<file path="src/sv/assert_macros.svh">
// Assertion macros shared by the PPM decoder modules
`ifndef ASSERT_MACROS_SVH
`define ASSERT_MACROS_SVH

// Property checked on every rising edge outside reset
`define PPSD_ASSERT(lbl, prop, msg) \
  lbl: assert property (@(posedge clk) disable iff (!rst_n) prop) else $error(msg);

// Expression that must never be true outside reset
`define PPSD_ASSERT_NEVER(lbl, expr, msg) \
  lbl: assert property (@(posedge clk) disable iff (!rst_n) !(expr)) else $error(msg);

`endif

</file>
<file path="src/sv/ppsd_pkg.sv">
// Types and constants shared by the PPM P6 stream decoder
`default_nettype none
package ppsd_pkg;

  localparam int SIDE_BITS_DEF   = 13;
  localparam int QUEUE_DEPTH_DEF = 4;

  localparam int unsigned SIDE_CAP = 4096;
  localparam logic [12:0] MAX_SIDE_RESET = 13'd4096;
  localparam logic [15:0] NUM_SAT = 16'hFFFF;
  localparam logic [7:0]  ALPHA_OPAQUE = 8'hFF;

  // character codes
  localparam logic [7:0] CH_P     = 8'h50;
  localparam logic [7:0] CH_6     = 8'h36;
  localparam logic [7:0] CH_HASH  = 8'h23;
  localparam logic [7:0] CH_SPACE = 8'h20;
  localparam logic [7:0] CH_LF    = 8'h0A;
  localparam logic [7:0] CH_0     = 8'h30;
  localparam logic [7:0] CH_9     = 8'h39;

  // result kinds
  localparam logic [1:0] KIND_HEADER = 2'd0;
  localparam logic [1:0] KIND_PIXEL  = 2'd1;
  localparam logic [1:0] KIND_ERROR  = 2'd2;

  // error codes
  localparam logic [1:0] ERR_MAGIC     = 2'd0;
  localparam logic [1:0] ERR_MISSING   = 2'd1;
  localparam logic [1:0] ERR_SIZE      = 2'd2;
  localparam logic [1:0] ERR_TRUNCATED = 2'd3;

  // classified input word
  typedef struct packed {
    logic [7:0] data;
    logic       eof;
    logic       is_digit;
    logic       is_ws;
    logic       is_hash;
    logic       is_lf;
    logic       is_p;
    logic       is_6;
  } entry_t;

  typedef struct packed {
    logic [1:0]  kind;
    logic [31:0] argb;
    logic [23:0] pixel_index;
    logic [12:0] image_width;
    logic [12:0] image_height;
    logic [1:0]  error_code;
    logic        final_pixel;
  } res_t;

endpackage
`default_nettype wire

</file>
<file path="src/sv/ppm_p6_stream_decoder_top.sv">
// Binary PPM stream decoder: one file byte in per word, header, pixels or error out.
// A result passes the front register, the word queue and the result register on its way to out_*.
// Throughput: one byte per cycle without output stalls; the back end retires one queued byte a cycle.
// Backpressure on the output fills the word queue before in_tready drops.
// Reset (synchronous, rst_n low) clears the front stage, word queue and parser, max_side returns to 4096.
`default_nettype none
module ppm_p6_stream_decoder_top #(
  parameter int SIDE_BITS   = ppsd_pkg::SIDE_BITS_DEF,
  parameter int QUEUE_DEPTH = ppsd_pkg::QUEUE_DEPTH_DEF
) (
  input  wire logic        clk,
  input  wire logic        rst_n,
  input  wire logic        cfg_we,
  input  wire logic [12:0] cfg_wdata,     // max_side
  input  wire logic        in_tvalid,
  output logic             in_tready,
  input  wire logic [7:0]  in_tdata,      // data_byte
  input  wire logic        in_tlast,      // end_of_file
  output logic             out_tvalid,
  input  wire logic        out_tready,
  output logic [87:0]      out_tdata,     // argb, pixel_index, image_width, image_height,
                                          // error_code, zero pad
  output logic [1:0]       out_tuser,     // kind
  output logic             out_tlast      // final_pixel
);

  logic             q_ready, q_push, q_valid, q_pop;
  ppsd_pkg::entry_t push_entry, pop_entry;
  ppsd_pkg::res_t   res;

  ppsd_front u_front (
    .clk       (clk),
    .rst_n     (rst_n),
    .in_tvalid (in_tvalid),
    .in_tready (in_tready),
    .in_tdata  (in_tdata),
    .in_tlast  (in_tlast),
    .q_ready   (q_ready),
    .q_push    (q_push),
    .q_entry   (push_entry)
  );

  ppsd_queue #(
    .DEPTH (QUEUE_DEPTH)
  ) u_queue (
    .clk        (clk),
    .rst_n      (rst_n),
    .push       (q_push),
    .push_entry (push_entry),
    .push_ready (q_ready),
    .pop        (q_pop),
    .pop_valid  (q_valid),
    .pop_entry  (pop_entry)
  );

  ppsd_back #(
    .SIDE_BITS (SIDE_BITS)
  ) u_back (
    .clk       (clk),
    .rst_n     (rst_n),
    .cfg_we    (cfg_we),
    .cfg_wdata (cfg_wdata),
    .q_valid   (q_valid),
    .q_entry   (pop_entry),
    .q_pop     (q_pop),
    .out_valid (out_tvalid),
    .out_ready (out_tready),
    .out_res   (res)
  );

  assign out_tdata = {4'd0, res.error_code, res.image_height, res.image_width,
                      res.pixel_index, res.argb};
  assign out_tuser = res.kind;
  assign out_tlast = res.final_pixel;

endmodule
`default_nettype wire

</file>
<file path="src/sv/ppsd_front.sv">
// Input stage: takes stream words, classifies the byte and hands it to the queue
`default_nettype none
module ppsd_front (
  input  wire logic            clk,
  input  wire logic            rst_n,
  input  wire logic            in_tvalid,
  output logic                 in_tready,
  input  wire logic [7:0]      in_tdata,
  input  wire logic            in_tlast,
  input  wire logic            q_ready,
  output logic                 q_push,
  output ppsd_pkg::entry_t     q_entry
);

  logic             front_v_r;
  ppsd_pkg::entry_t entry_r;
  ppsd_pkg::entry_t entry_nxt;

  assign in_tready = !front_v_r || q_ready;
  assign q_push    = front_v_r && q_ready;
  assign q_entry   = entry_r;

  always_comb begin
    entry_nxt.data     = in_tdata;
    entry_nxt.eof      = in_tlast;
    entry_nxt.is_digit = (in_tdata >= ppsd_pkg::CH_0) && (in_tdata <= ppsd_pkg::CH_9);
    entry_nxt.is_ws    = in_tdata <= ppsd_pkg::CH_SPACE;
    entry_nxt.is_hash  = in_tdata == ppsd_pkg::CH_HASH;
    entry_nxt.is_lf    = in_tdata == ppsd_pkg::CH_LF;
    entry_nxt.is_p     = in_tdata == ppsd_pkg::CH_P;
    entry_nxt.is_6     = in_tdata == ppsd_pkg::CH_6;
  end

  always_ff @(posedge clk) begin
    if (!rst_n) begin
      front_v_r <= 1'b0;
    end else if (in_tready) begin
      front_v_r <= in_tvalid;
    end
    if (in_tready && in_tvalid) begin
      entry_r <= entry_nxt;
    end
  end

endmodule
`default_nettype wire

</file>
<file path="src/sv/ppsd_queue.sv">
// Short word queue between the classifying front and the parsing back end
`default_nettype none
`include "assert_macros.svh"
module ppsd_queue #(
  parameter int DEPTH = ppsd_pkg::QUEUE_DEPTH_DEF
) (
  input  wire logic              clk,
  input  wire logic              rst_n,
  input  wire logic              push,
  input  wire ppsd_pkg::entry_t  push_entry,
  output logic                   push_ready,
  input  wire logic              pop,
  output logic                   pop_valid,
  output ppsd_pkg::entry_t       pop_entry
);

  localparam int PtrW = (DEPTH > 1) ? $clog2(DEPTH) : 1;
  localparam int CntW = $clog2(DEPTH + 1);

  ppsd_pkg::entry_t      mem_r [DEPTH];
  logic [PtrW-1:0]       wr_ptr_r, rd_ptr_r;
  logic [CntW-1:0]       count_r;

  assign push_ready = count_r != CntW'(DEPTH);
  assign pop_valid  = count_r != '0;
  assign pop_entry  = mem_r[rd_ptr_r];

  always_ff @(posedge clk) begin
    if (!rst_n) begin
      wr_ptr_r <= '0;
      rd_ptr_r <= '0;
      count_r  <= '0;
    end else begin
      if (push) begin
        wr_ptr_r <= (wr_ptr_r == PtrW'(DEPTH - 1)) ? '0 : wr_ptr_r + PtrW'(1);
      end
      if (pop) begin
        rd_ptr_r <= (rd_ptr_r == PtrW'(DEPTH - 1)) ? '0 : rd_ptr_r + PtrW'(1);
      end
      if (push && !pop) begin
        count_r <= count_r + CntW'(1);
      end else if (pop && !push) begin
        count_r <= count_r - CntW'(1);
      end
    end
    if (push) begin
      mem_r[wr_ptr_r] <= push_entry;
    end
  end

  `PPSD_ASSERT_NEVER(a_count_bound, count_r > CntW'(DEPTH), "queue count above depth")
  `PPSD_ASSERT_NEVER(a_pop_empty, pop && (count_r == '0), "pop from empty queue")

endmodule
`default_nettype wire

</file>
<file path="src/sv/ppsd_back.sv">
// Parser back end: header state machine, pixel packing and result register
`default_nettype none
`include "assert_macros.svh"
module ppsd_back #(
  parameter int SIDE_BITS = ppsd_pkg::SIDE_BITS_DEF
) (
  input  wire logic              clk,
  input  wire logic              rst_n,
  input  wire logic              cfg_we,
  input  wire logic [12:0]       cfg_wdata,
  input  wire logic              q_valid,
  input  wire ppsd_pkg::entry_t  q_entry,
  output logic                   q_pop,
  output logic                   out_valid,
  input  wire logic              out_ready,
  output ppsd_pkg::res_t         out_res
);

  localparam int unsigned SideMax = (1 << SIDE_BITS) - 1;
  localparam int TotW = 2 * SIDE_BITS;
  localparam int CmpW = (TotW > 25) ? TotW : 25;

  typedef enum logic [2:0] {
    PH_MAGIC0, PH_MAGIC1, PH_WIDTH, PH_HEIGHT, PH_MAXVAL, PH_PIXELS, PH_DONE
  } phase_t;

  phase_t               phase_r, phase_nxt;
  logic [15:0]          num_r, num_nxt;
  logic                 started_r, started_nxt;
  logic                 comment_r, comment_nxt;
  logic [SIDE_BITS-1:0] width_r, width_nxt;
  logic [SIDE_BITS-1:0] height_r, height_nxt;
  logic [23:0]          count_r, count_nxt;
  logic [1:0]           lane_r, lane_nxt;
  logic [7:0]           red_r, red_nxt;
  logic [7:0]           green_r, green_nxt;
  logic [TotW-1:0]      total_r;
  logic [12:0]          max_side_r;
  logic                 out_v_r;
  ppsd_pkg::res_t       out_r;

  logic                 res_v;
  ppsd_pkg::res_t       res;

  logic                 handled, do_skip;
  logic                 finish_req, finish_eof;
  logic                 fail_req;
  logic [1:0]           fail_code;
  logic [19:0]          num_ext;
  logic [SIDE_BITS-1:0] side_v;
  logic [16:0]          lim;
  logic                 size_ok;
  logic                 last_pix;
  ppsd_pkg::entry_t     e;

  assign e         = q_entry;
  assign q_pop     = q_valid && (!out_v_r || out_ready);
  assign out_valid = out_v_r;
  assign out_res   = out_r;

  always_comb begin
    lim = 17'(max_side_r);
    if (lim > 17'(ppsd_pkg::SIDE_CAP)) lim = 17'(ppsd_pkg::SIDE_CAP);
    if (lim > 17'(SideMax)) lim = 17'(SideMax);
    size_ok = (width_r != '0) && (17'(width_r) <= lim) &&
              (height_r != '0) && (17'(height_r) <= lim);
  end

  assign num_ext  = 20'(num_r) * 20'd10 + 20'(e.data[3:0]);
  assign side_v   = (32'(num_r) > 32'(SideMax)) ? SIDE_BITS'(SideMax) : SIDE_BITS'(num_r);
  assign last_pix = (CmpW'(count_r) + CmpW'(1)) >= CmpW'(total_r);

  always_comb begin
    phase_nxt   = phase_r;
    num_nxt     = num_r;
    started_nxt = started_r;
    comment_nxt = comment_r;
    width_nxt   = width_r;
    height_nxt  = height_r;
    count_nxt   = count_r;
    lane_nxt    = lane_r;
    red_nxt     = red_r;
    green_nxt   = green_r;
    res_v       = 1'b0;
    res         = '0;
    handled     = 1'b0;
    do_skip     = 1'b0;
    finish_req  = 1'b0;
    finish_eof  = 1'b0;
    fail_req    = 1'b0;
    fail_code   = ppsd_pkg::ERR_MAGIC;

    unique case (phase_r)
      PH_MAGIC0: begin
        if (!e.is_p) begin
          fail_req = 1'b1;
        end else begin
          phase_nxt = PH_MAGIC1;
          fail_req  = e.eof;
        end
      end
      PH_MAGIC1: begin
        if (!e.is_6) begin
          fail_req = 1'b1;
        end else begin
          phase_nxt = PH_WIDTH;
          fail_req  = e.eof;
          fail_code = ppsd_pkg::ERR_MISSING;
        end
      end
      PH_WIDTH, PH_HEIGHT, PH_MAXVAL: begin
        if (started_r && e.is_digit) begin
          num_nxt = (num_ext > 20'(ppsd_pkg::NUM_SAT)) ? ppsd_pkg::NUM_SAT : num_ext[15:0];
        end else if (started_r) begin
          started_nxt = 1'b0;
          num_nxt     = '0;
          if (phase_r == PH_MAXVAL) begin
            finish_req = 1'b1;
            finish_eof = e.eof;
            handled    = 1'b1;
          end else begin
            if (phase_r == PH_WIDTH) begin
              width_nxt = side_v;
              phase_nxt = PH_HEIGHT;
            end else begin
              height_nxt = side_v;
              phase_nxt  = PH_MAXVAL;
            end
            do_skip = 1'b1;
          end
        end else begin
          do_skip = 1'b1;
        end
        // whitespace and comment skipping ahead of a number
        if (do_skip) begin
          priority if (comment_r) begin
            if (e.is_lf) comment_nxt = 1'b0;
          end else if (e.is_hash) begin
            comment_nxt = 1'b1;
          end else if (e.is_ws) begin
            comment_nxt = 1'b0;
          end else if (e.is_digit) begin
            started_nxt = 1'b1;
            num_nxt     = 16'(e.data[3:0]);
          end else begin
            fail_req  = 1'b1;
            fail_code = ppsd_pkg::ERR_MISSING;
            handled   = 1'b1;
          end
        end
        if (!handled && e.eof) begin
          if (phase_nxt == PH_MAXVAL && started_nxt) begin
            finish_req = 1'b1;
            finish_eof = 1'b1;
          end else begin
            fail_req  = 1'b1;
            fail_code = ppsd_pkg::ERR_MISSING;
          end
        end
      end
      PH_PIXELS: begin
        unique case (lane_r)
          2'd0: begin
            red_nxt   = e.data;
            lane_nxt  = 2'd1;
            fail_req  = e.eof;
            fail_code = ppsd_pkg::ERR_TRUNCATED;
          end
          2'd1: begin
            green_nxt = e.data;
            lane_nxt  = 2'd2;
            fail_req  = e.eof;
            fail_code = ppsd_pkg::ERR_TRUNCATED;
          end
          default: begin
            lane_nxt = 2'd0;
            res.kind = ppsd_pkg::KIND_PIXEL;
            res.argb = {ppsd_pkg::ALPHA_OPAQUE, red_r, green_r, e.data};
            res.pixel_index = count_r;
            if (last_pix) begin
              phase_nxt       = PH_DONE;
              res_v           = 1'b1;
              res.final_pixel = 1'b1;
            end else if (e.eof) begin
              fail_req  = 1'b1;
              fail_code = ppsd_pkg::ERR_TRUNCATED;
            end else begin
              count_nxt = count_r + 24'd1;
              res_v     = 1'b1;
            end
          end
        endcase
      end
      default: begin
        phase_nxt = phase_r;
      end
    endcase

    if (finish_req) begin
      if (!size_ok) begin
        fail_req  = 1'b1;
        fail_code = ppsd_pkg::ERR_SIZE;
      end else if (finish_eof) begin
        fail_req  = 1'b1;
        fail_code = ppsd_pkg::ERR_TRUNCATED;
      end else begin
        phase_nxt        = PH_PIXELS;
        count_nxt        = '0;
        lane_nxt         = 2'd0;
        res_v            = 1'b1;
        res              = '0;
        res.kind         = ppsd_pkg::KIND_HEADER;
        res.image_width  = 13'(width_r);
        res.image_height = 13'(height_r);
      end
    end

    if (fail_req) begin
      phase_nxt      = PH_DONE;
      res_v          = 1'b1;
      res            = '0;
      res.kind       = ppsd_pkg::KIND_ERROR;
      res.error_code = fail_code;
    end

    // last byte of a file: back to the start for the next one
    if (e.eof) begin
      phase_nxt   = PH_MAGIC0;
      num_nxt     = '0;
      started_nxt = 1'b0;
      comment_nxt = 1'b0;
      width_nxt   = '0;
      height_nxt  = '0;
      count_nxt   = '0;
      lane_nxt    = 2'd0;
      red_nxt     = '0;
      green_nxt   = '0;
    end
  end

  always_ff @(posedge clk) begin
    if (!rst_n) begin
      phase_r    <= PH_MAGIC0;
      num_r      <= '0;
      started_r  <= 1'b0;
      comment_r  <= 1'b0;
      width_r    <= '0;
      height_r   <= '0;
      count_r    <= '0;
      lane_r     <= 2'd0;
      red_r      <= '0;
      green_r    <= '0;
      total_r    <= '0;
      max_side_r <= ppsd_pkg::MAX_SIDE_RESET;
      out_v_r    <= 1'b0;
    end else begin
      if (cfg_we) begin
        max_side_r <= cfg_wdata;
      end
      // pixel total settles long before the first pixel word arrives
      total_r <= TotW'(width_r) * TotW'(height_r);
      if (q_pop) begin
        phase_r   <= phase_nxt;
        num_r     <= num_nxt;
        started_r <= started_nxt;
        comment_r <= comment_nxt;
        width_r   <= width_nxt;
        height_r  <= height_nxt;
        count_r   <= count_nxt;
        lane_r    <= lane_nxt;
        red_r     <= red_nxt;
        green_r   <= green_nxt;
      end
      if (!out_v_r || out_ready) begin
        out_v_r <= q_pop && res_v;
      end
    end
    if (q_pop && res_v) begin
      out_r <= res;
    end
  end

  `PPSD_ASSERT(a_lane_in_pixels, (lane_r != 2'd0) |-> (phase_r == PH_PIXELS), "lane outside pixels")
  `PPSD_ASSERT_NEVER(a_lane_range, lane_r == 2'd3, "byte lane out of range")
  `PPSD_ASSERT(a_header_to_pixels, (q_pop && res_v && (res.kind == ppsd_pkg::KIND_HEADER)) |=> (phase_r == PH_PIXELS), "header did not enter pixel phase")

endmodule
`default_nettype wire
</file>
<file path="config.mk">
export PLATFORM = sky130hd
export DESIGN_NAME = ppm_p6_stream_decoder_top
export DESIGN_NICKNAME = d
export VERILOG_FILES = /design/src/sv/ppsd_pkg.sv /design/src/sv/ppm_p6_stream_decoder_top.sv /design/src/sv/ppsd_front.sv /design/src/sv/ppsd_queue.sv /design/src/sv/ppsd_back.sv
export VERILOG_INCLUDE_DIRS = /design/src /design/src/sv
export SDC_FILE = /design/constraint.sdc
export NUM_CORES = 1
export LEC_CHECK = 0
export BUFFER_PORTS_ARGS = -buffer_cell sky130_fd_sc_hd__buf_2
export CORE_MARGIN = 4
export CORE_UTILIZATION = 30
export CTS_CLUSTER_SIZE = 20
export DETAILED_ROUTE_END_ITERATION = 10
export HOLD_SLACK_MARGIN = 0.02
export PLACE_DENSITY = 0.48
export SLEW_MARGIN = 40
export SYNTH_ARGS = -nofsm -noshare
export SYNTH_HDL_FRONTEND = slang
export SYNTH_HIERARCHICAL = 1
export SYNTH_SLANG_ARGS = --single-unit
export TNS_END_PERCENT = 50
</file>
<file path="constraint.sdc">
create_clock -name clk -period 18.75 [get_ports clk]
set_clock_uncertainty 0.2 [all_clocks]
set_input_delay 3.75 -clock clk [delete_from_list [all_inputs] [get_ports clk]]
set_output_delay 3.75 -clock clk [all_outputs]
set_load 0.1 [all_outputs]
</file>
==> results.toml <==
[drt]
dr_total_vias = 14390
wl_um = 51800
drt-vias-per-instance = 4.882
wl_per_cell_um = 17.58
dr.pass1.iters = 5
drt_iter0_markers = 704
ant_nets = 0
drc = 0

[logic_synthesis]
synth_area_sq_um = 20090
syn_inst = 1971
synth-edff-count = 154
yosysSeqAreaShare_pct = 36.88
synth_area_leader_cell = "edfxtp_1"
yosys_warnings = 6
yosysTopAreaCellShare_pct = 23.02
ys_ff_latch = 293
async_flop_share_pct = 0
synth.distinct_cells = 98
synth_most_common_cell = "inv_1"
synth_area_leaders = "edfxtp_1, dfxtp_1, fa_1"
syn_avg_cell_area_sq_um = 10.19
synthFlopType = "edfxtp_1"
synth_commonest_cells = "inv_1, nand2_1, and2_1, ha_1, nor2_1"

[clock_network]
cts_setup_buffers = 0
holdBufCountCts = 0
clock_sinks = 293
cts_made_buffers = 35
cts.repair.resized = 0
clk_pin_slew_ns = 0.06
tritoncts = "built"
htreeDepth = 2
root_buffer = "clkbuf_16"
cts.path.max_buffers = 3
insertion_delay_ns = 0.55

[floorplan]
initial_utilization_pct = 30.39
die_y_um = 266.8
rows = 94
io_pins = 120
coreArea_sq_um = 66100
die_area_sq_um = 71160
die_x_um = 266.8

[power]
ir_drop_v = 0.0001298
p_leak_uw = 0.009994
power_density_nw_per_um2 = 123.1

[flow_run]
cap_viol_max_count = 0

[critical_path]
worstPathCellList = "nand2_1 > fa_1 > inv_1 > fa_1 > inv_1 > fa_1 > inv_1 > fa_1 > fa_1 > ha_1 > or3_1 > a311oi_1 > o31ai_1 > a21oi_1 > o311a_1 > o311ai_0 > a21oi_1 > xnor2_1 > nor2_1"
worst_ep_arrival_time_ns = 6.51
worstReg2RegEnd = "u_back/total_r[25]"
worstSetupStartpointType = "flop"
worstSetupPathType = "flop to flop"
end_kind = "flop"
cp_slowest_cell = "dfxtp_1"
worstRegToRegCells = 19
max_stage_delay_ns = 0.83
path_common_cell = "fa_1"
cp.required_ns = 18.97
reg2reg_from = "u_back/height_r[2]"
reg2reg_slack_ns = 12.46
worst-path-max-fanout = 17

[sta]
fin_setup_tns_ns = 0
slew_headroom_pct = 42.74
fmax_mhz = 158.9
slew_violations = 0
tightest_slew_ns = 0.8577
rsz0062_at_grt = "false"
period_needed_ns = 6.292
hold_violations = 0
setup_viol = 0
fin_crit_sh_pct = 33.56

[run_status]
outcome = "finished, final reports clean"

[global_route]
grt_overflow = 0
grt_pass1_vias = 14790
grt_max_degree = 75
grt_usage_pct = 14.52
grt_pass1_wl_um = 82320
antenna_found_initial = 0

[final_layout]
fin_nets = 2365
area_growth_pct = 13.31
drive_gt1_share_pct = 12.21
stdcell_count = 2947

[placement]
port_buffers = 115
gp_congestion = 0.8441
dp.final_hpwl_um = 38150
dp.cells = 2881

[hold_path]
min_path_cells = 2
hold_class = "flop to flop"
hp-start = "u_back/red_r[0]"
holdPathEnd = "u_back/red_r[0]"
==> layout make-up <==
| cell class | instances | area (sq um) |
|---|---|---|
| Antenna cell | 2 | 5.005 |
| Clock buffer | 49 | 1010 |
| Clock inverter | 15 | 195.2 |
| Fill cell | 6695 | 43340 |
| Inverter | 197 | 739.5 |
| Multi-Input combinational cell | 1385 | 11520 |
| Sequential cell | 293 | 7408 |
| Tap cell | 864 | 1081 |
| Timing Repair Buffer | 142 | 804.5 |
==> how the worst max path moves through the flow <==
stage,from,to,slack [ns]
after global placement,out_tready,u_queue/count_r[2],12.34
final,u_back/height_r[2],u_back/total_r[25],12.46
after floorplan,out_tready,u_back/out_res[0],9.74
after CTS,u_back/height_r[2],u_back/total_r[25],12.44
after global routing,u_back/height_r[2],u_back/total_r[25],12.03
after detailed placement,out_tready,u_queue/count_r[2],12.24
==> placed cells by master, fill, tap and decap left out, types with 7 or more instances in the layout <==
master	n
nand4_1	21
mux2i_1	61
inv_1	194
dfxtp_1	138
a21oi_1	63
edfxtp_1	154
or4_1	10
clkbuf_1	7
buf_2	115
o211ai_1	9
a31oi_1	12
a21o_1	37
nor2b_1	23
fa_1	124
nand2_1	173
o2111ai_1	7
a211oi_1	12
o31ai_1	9
o21ai_0	38
and2_1	156
o21a_1	17
and3_1	12
nand3_1	30
nor4_1	11
ha_1	160
nor2_1	153
xor2_1	26
nand2b_1	13
buf_4	23
xnor2_1	30
clkbuf_16	36
nor3_1	27
mux4_2	11
or3_1	13
==> sequential cells by signal, indices dropped and copies added, names as in the netlist, 2 cells and up, named ones only <==
signal and count:
u_back/red_r 8, u_back/green_r 8, u_back/count_r 24, u_front/q_entry 15, u_back/phase_r 3, u_back/total_r 26, u_queue/mem_r 60, u_back/lane_r 2
u_queue/wr_ptr_r 2, u_back/out_res 79, u_back/width_r 13, u_queue/rd_ptr_r 2, u_back/max_side_r 13, u_queue/count_r 3, u_back/height_r 13, u_back/num_r 16
==> critical path, delay by kind of cell, from the launching register on <==
family	cells	cell delay (ns)
XOR/XNOR	1	0.13
AO/OA/AOI/OAI	6	1.50
adder cells (fa/ha/maj)	6	2.76
flip-flops	1	0.83
buffers and inverters	3	0.16
AND/OR/NAND/NOR	3	0.57
==> per-stage QoR <==
step	utilization [%]	worst slack, ns	instance area (sq um)	total power [uW]	hold WS (ns)
detailed placement	32.60	12.24	21550	2128	0.2732
finish	34.43	12.46	22760	2803	0.2830
global route	34.43	12.03	22760	2919	0.3218
floorplan	-	9.742	20100	1917	0.2515
global placement	32.49	12.34	21480	2111	0.2641
CTS	34.42	12.44	22750	2845	0.2886
==> cell families after synthesis <==
logic type,after synthesis,share of synthesized area [%]
flip-flops,293,36.88
XOR/XNOR,56,2.442
buffers and inverters,296,6.042
multiplexers,78,4.946
other,1,0.01867
adder cells (fa/ha/maj),284,22.32
AO/OA/AOI/OAI,266,9.126
AND/OR/NAND/NOR,697,18.23
==> per-layer routing <==
metal  routed length, um  up-vias  global-route usage (%)
met2               25180      229                   25.09
met5                   0        -                       0
li1                    -     6922                       -
met4                1496        0                   4.469
met3                1799       79                   2.010
met1               23330     7156                   18.93
==> power breakdown <==
part | total [uW] | internal (uW) | switching (uW)
Combinational | 1210 | 194 | 1010
Clock | 700 | 422 | 278
Sequential | 894 | 833 | 61.7
Power figures use the tool's default switching activity.
